File: src/rtl/dhte_pkg.sv
// Shared types and constants for the double hash table engine.
// No dependencies; imported by every module of the block.
package dhte_pkg;

    // Default sizes for the top level parameters
    localparam int DEF_TABLE_SLOTS = 1021;
    localparam int DEF_KEY_BITS    = 64;
    localparam int DEF_VALUE_BITS  = 32;

    // Fixed word layout of the input stream
    localparam int KEY_IN_W  = 64;
    localparam int HASH_W    = 64;
    localparam int VAL_IN_W  = 32;
    localparam int KEY_LSB   = 0;
    localparam int HP_LSB    = 64;
    localparam int HS_LSB    = 128;
    localparam int VAL_LSB   = 192;
    localparam int S_DATA_W  = 224;

    // Fixed word layout of the result stream
    localparam int STATUS_W  = 3;
    localparam int FOUND_W   = 32;
    localparam int SLOT_W    = 10;
    localparam int OCC_W     = 10;
    localparam int M_DATA_W  = 56;

    // Hash reduction works one digit per cycle
    localparam int DIGIT_W   = 4;

    typedef enum logic [STATUS_W-1:0] {
        ST_HIT      = 3'd0,
        ST_MISS     = 3'd1,
        ST_INSERTED = 3'd2,
        ST_PRESENT  = 3'd3,
        ST_FULL     = 3'd4
    } status_t;

    localparam logic CMD_SEARCH = 1'b0;
    localparam logic CMD_INSERT = 1'b1;

    // Control group from the sequencer to the slot memory
    typedef struct packed {
        logic rd_en;      // read key, value and valid bit at addr
        logic kv_we;      // write key and value at addr
        logic vld_we;     // write valid bit at addr
        logic vld_wdata;  // valid bit to write
    } ram_ctrl_t;

endpackage

File: src/rtl/dhte_modred.sv
// Iterative reduction of a 64-bit hash modulo the slot count.
// Depends on dhte_pkg; one 4-bit digit is folded in per cycle.
module dhte_modred
    import dhte_pkg::*;
#(
    parameter int TABLE_SLOTS = DEF_TABLE_SLOTS
) (
    input  logic                             aclk,
    input  logic                             aresetn,
    input  logic                             start,
    input  logic [HASH_W-1:0]                operand,
    output logic                             done,
    output logic [$clog2(TABLE_SLOTS)-1:0]   result
);

    localparam int RW     = $clog2(TABLE_SLOTS);
    localparam int TW     = RW + DIGIT_W;
    localparam int DIGITS = HASH_W / DIGIT_W;
    localparam int CW     = $clog2(DIGITS);
    localparam logic [TW-1:0] S_T = TW'(TABLE_SLOTS);

    logic [HASH_W-1:0] opnd_reg, opnd_next;
    logic [RW-1:0]     rem_reg, rem_next;
    logic [CW-1:0]     cnt_reg, cnt_next;
    logic              busy_reg, busy_next;
    logic              done_reg, done_next;
    logic [TW-1:0]     fold;

    // remainder*16 + digit is below 16*S: strip 8S, 4S, 2S, S in turn
    always_comb begin
        fold = {rem_reg, opnd_reg[HASH_W-1 -: DIGIT_W]};
        for (int k = DIGIT_W - 1; k >= 0; k--) begin
            if (fold >= (S_T << k)) begin
                fold = fold - (S_T << k);
            end
        end
    end

    always_comb begin
        opnd_next = opnd_reg;
        rem_next  = rem_reg;
        cnt_next  = cnt_reg;
        busy_next = busy_reg;
        done_next = 1'b0;
        if (start) begin
            opnd_next = operand;
            rem_next  = '0;
            cnt_next  = '0;
            busy_next = 1'b1;
        end else if (busy_reg) begin
            opnd_next = opnd_reg << DIGIT_W;
            rem_next  = fold[RW-1:0];
            cnt_next  = cnt_reg + CW'(1);
            if (cnt_reg == CW'(DIGITS - 1)) begin
                busy_next = 1'b0;
                done_next = 1'b1;
            end
        end
    end

    always_ff @(posedge aclk) begin
        if (!aresetn) begin
            busy_reg <= 1'b0;
            done_reg <= 1'b0;
            cnt_reg  <= '0;
        end else begin
            busy_reg <= busy_next;
            done_reg <= done_next;
            cnt_reg  <= cnt_next;
        end
    end

    always_ff @(posedge aclk) begin
        opnd_reg <= opnd_next;
        rem_reg  <= rem_next;
    end

    assign done   = done_reg;
    assign result = rem_reg;

endmodule

File: config.mk
export PLATFORM = sky130hd
export DESIGN_NAME = dhte_modred
export DESIGN_NICKNAME = d
export VERILOG_FILES = /design/src/rtl/dhte_pkg.sv /design/src/rtl/dhte_modred.sv
export SDC_FILE = /design/constraint.sdc
export NUM_CORES = 1
export LEC_CHECK = 0
export BUFFER_PORTS_ARGS = -buffer_cell sky130_fd_sc_hd__buf_4
export CAP_MARGIN = 20
export CORE_ASPECT_RATIO = 0.6
export CORE_UTILIZATION = 30
export CTS_CLUSTER_DIAMETER = 100
export DETAILED_ROUTE_END_ITERATION = 8
export GPL_ROUTABILITY_DRIVEN = 1
export GPL_TIMING_DRIVEN = 0
export RECOVER_POWER = 25
export SLEW_MARGIN = 5
export SYNTH_ARGS = -nofsm -noshare
export SYNTH_HDL_FRONTEND = slang
export SYNTH_SLANG_ARGS = --single-unit
File: constraint.sdc
create_clock -name aclk -period 9.9 [get_ports aclk]
set_clock_uncertainty 0.1 [all_clocks]
set_input_delay 1.98 -clock aclk [delete_from_list [all_inputs] [get_ports aclk]]
set_output_delay 1.98 -clock aclk [all_outputs]
set_load 0.01 [all_outputs]
==> metrics <==
H-tree levels=3; TNS Setup=0 ps; met1 usage in global routing=25.94%; iteration count of the initial detailed-routing pass=5; synthesized-area fraction occupied by xor and xnor cells=3.690%; Post-synth EDFFs=64; switch share=27.18%; met2 global-route usage=19.94%; final setup violation count=0; Synth warnings=0; row count=35; count of input and output buffers=76; Tcrit/Tclk final=57.36%; Die Y=101.2 microns; Remaining Overflow, GRT=0; critical-path cell list=buf_2 > nand4_2 > o31a_1 > xnor2_2 > inv_1 > ha_1 > clkbuf_1 > a211oi_1 > mux2_1 > o211ai_2 > o21ai_4 > mux2i_2 > o211ai_2 > o31a_4 > mux2i_2 > o211ai_1 > and3_1 > o21ai_0 > a21oi_1; mapped cell area=0.004917 sq mm; busiest layer in global routing=met1; largest family of logic cells by synthesized area=multiplexers; combinational share of power=20.9%; layout cells sized above 1=35.24%; PwrDens=152.9 mW/mm^2; Die X=167.3 microns; adder-cell area share of the yosys netlist=1.170%; max_slew headroom=55.53%; count of different cell masters after synthesis=81; largest net degree at the start of global routing=45; Vias/cell=5.290; Initial Util=31.36%; clock tree sinks=80; setup repair after global routing missed its margin=false; clock transition at the registers of the reported paths=60 ps; Crit. End Element=flop; Root Buffer=clkbuf_16; Seq cells post-synth=80; Layout area overhead=22.26%; ys flop type=edfxtp_1; drt drc=0; HP Class=reg -> reg; Mapped Cells=432; CP Data Required Time=10000 ps; asr flop ratio synth=0%; syn_area_per_cell=11.38 sq um; fmax=176.1 MHz; hpwl dp=9774 microns; wire length per cell=17.61 microns; Initial DRC Count=344; placed insts=712; vias in the first global route=3678; sw power=0.2498 mW; Final WS setup=4221 ps; # diodes=0; most frequent cells in the layout=buf_4 (71), edfxtp_1 (64), mux2_2 (61); Largest register FFs=64; Reg power frac=45.3%; maxcap violations=0; mux contribution to synthesized area=15.67%; antenna violations before repair=0; Worst setup SP type=flop; WP data arrival=5780 ps; Clock power frac=33.8%; Post-CTS Setup Bufs=0; Final Slew Violations=0; Leak=2.232 nW; Fin. Hold Viols=0; GP Congestion=0.9172; met3 Usage GRT=4.728%; Crit Path Class=reg -> reg; Tot GR Track Use=15.92%; deepest clock path buffer count=2; most common cell after layout, fill and taps aside=buf_4; TritonCTS clock tree=done; Slowest cell on crit path=o31a_4; syn_nets=502; Skew-Pair Late Insertion Delay=330 ps; status=completed; dpl cell area=0.005762 sq mm; Final min period=5679 ps; Placement Setup Slack=4375 ps; non-filler instance count after layout=728; nets=590; hold_ws=378.5 ps; Crit Path Max Fanout=9; Synth Area in Simple Gates=14.86%; Fillers=1537; full die area=0.01692 sq mm; CP max stage delay=430 ps; design area=0.006012 sq mm; Max VDD drop=0.00008290 V; first-pass GRT wire length=20710 microns; CTS Buf Count=9; number of routed nets with antenna violations=0; Synth Area in Compound Gates=15.57%; overall routed net length=12820 microns; vias=3851; post-cts resize count=0; Int Pwr=0.6692 mW; hold buffers post-CTS=0; core area=0.01568 sq mm; worst slew pin tran=658.5 ps; IO Pins=78; post-synthesis sequential area ratio=45.60%
==> power groups by stage <==
stage / Sequential, mW / Combinational, mW / Clock [mW]
final: 0.416 / 0.192 / 0.310
after global routing: 0.420 / 0.210 / 0.334
after CTS: 0.417 / 0.191 / 0.317
after detailed placement: 0.423 / 0.190 / 0
after global placement: 0.423 / 0.184 / 0
after floorplan: 0.420 / 0.126 / 0
==> layout make-up <==
type                       count  area, sq um  area share [%]
multi-input combinational    317         2506           41.69
sequential                    80         2242           37.29
timing repair buffer          77        564.3           9.386
clock buffer                  13        260.3           4.329
tap                          203        254.0           4.225
buffer                        25        131.4           2.185
inverter                      10        37.54          0.6243
clock inverter                 3        16.27          0.2706
==> synth_stat cells, types with 4 or more instances <==
library cell | n | area (sq um)
a211oi_1 | 8 | 60.06
o211ai_1 | 6 | 45.04
o21a_1 | 5 | 37.54
and2_1 | 5 | 31.28
inv_1 | 8 | 30.03
xnor2_1 | 13 | 113.9
o31ai_1 | 6 | 45.04
nand2_1 | 26 | 97.59
edfxtp_1 | 64 | 1922
dfxtp_1 | 16 | 320.3
nand4_1 | 6 | 37.54
o211a_1 | 4 | 40.04
nand3b_1 | 4 | 30.03
nor3_1 | 11 | 55.05
nor2_1 | 25 | 93.84
nand2b_1 | 7 | 43.79
buf_2 | 6 | 30.03
nor2b_1 | 8 | 50.05
xor2_1 | 4 | 35.03
o22ai_1 | 4 | 25.02
mux2_2 | 61 | 686.9
o21ai_0 | 14 | 70.07
nand3_1 | 13 | 65.06
a21oi_1 | 13 | 65.06
clkbuf_1 | 11 | 41.29
==> final timing paths <==
check             start   endpoint  slack [ps]  depth (start not counted)
min          cnt_reg[3]       done         380                          2
max reg2reg   result[6]  result[0]        4220                         19
min reg2reg  cnt_reg[3]       done         380                          2
max           result[6]  result[0]        4220                         19
==> kinds of logic (layout without fill, tap and decap cells) <==
family | count (synthesis) | after routing
xor gates and xnor gates | 19 | 19
buffers and inverters | 35 | 128
muxes | 68 | 68
adders and majority gates | 5 | 5
AOI/OAI and AO/OA | 95 | 95
DFF | 80 | 80
and+or+nand+nor | 130 | 130
==> routing by layer <==
| metal | share of wire, % | routed length (microns) |
|---|---|---|
| met1 | 53 | 6855 |
| met2 | 37 | 4757 |
| met3 | 9.0 | 1157 |
| met4 | 0.41 | 53 |
| met5 | 0 | 0 |
==> worst max-delay path, delay by kind of cell, from the launching register on <==
family / cells / cell delay, ps
AND/OR/NAND/NOR: 2 / 470
XOR/XNOR: 1 / 330
adder cells (fa/ha/maj): 1 / 220
buffers and inverters: 3 / 630
multiplexers: 3 / 950
flip-flops: 1 / 320
AO/OA/AOI/OAI: 9 / 2510
==> stage by stage <==
stage / util (%) / power [mW]
2_1_floorplan: - / 0.5454
3_3_place_gp: 36.62 / 0.6072
3_5_place_dp: 36.75 / 0.6127
4_1_cts: 38.52 / 0.9247
5_1_grt: 38.35 / 0.9641
6_report: 38.35 / 0.9190
No activity file was read; power rests on OpenSTA's default activity.
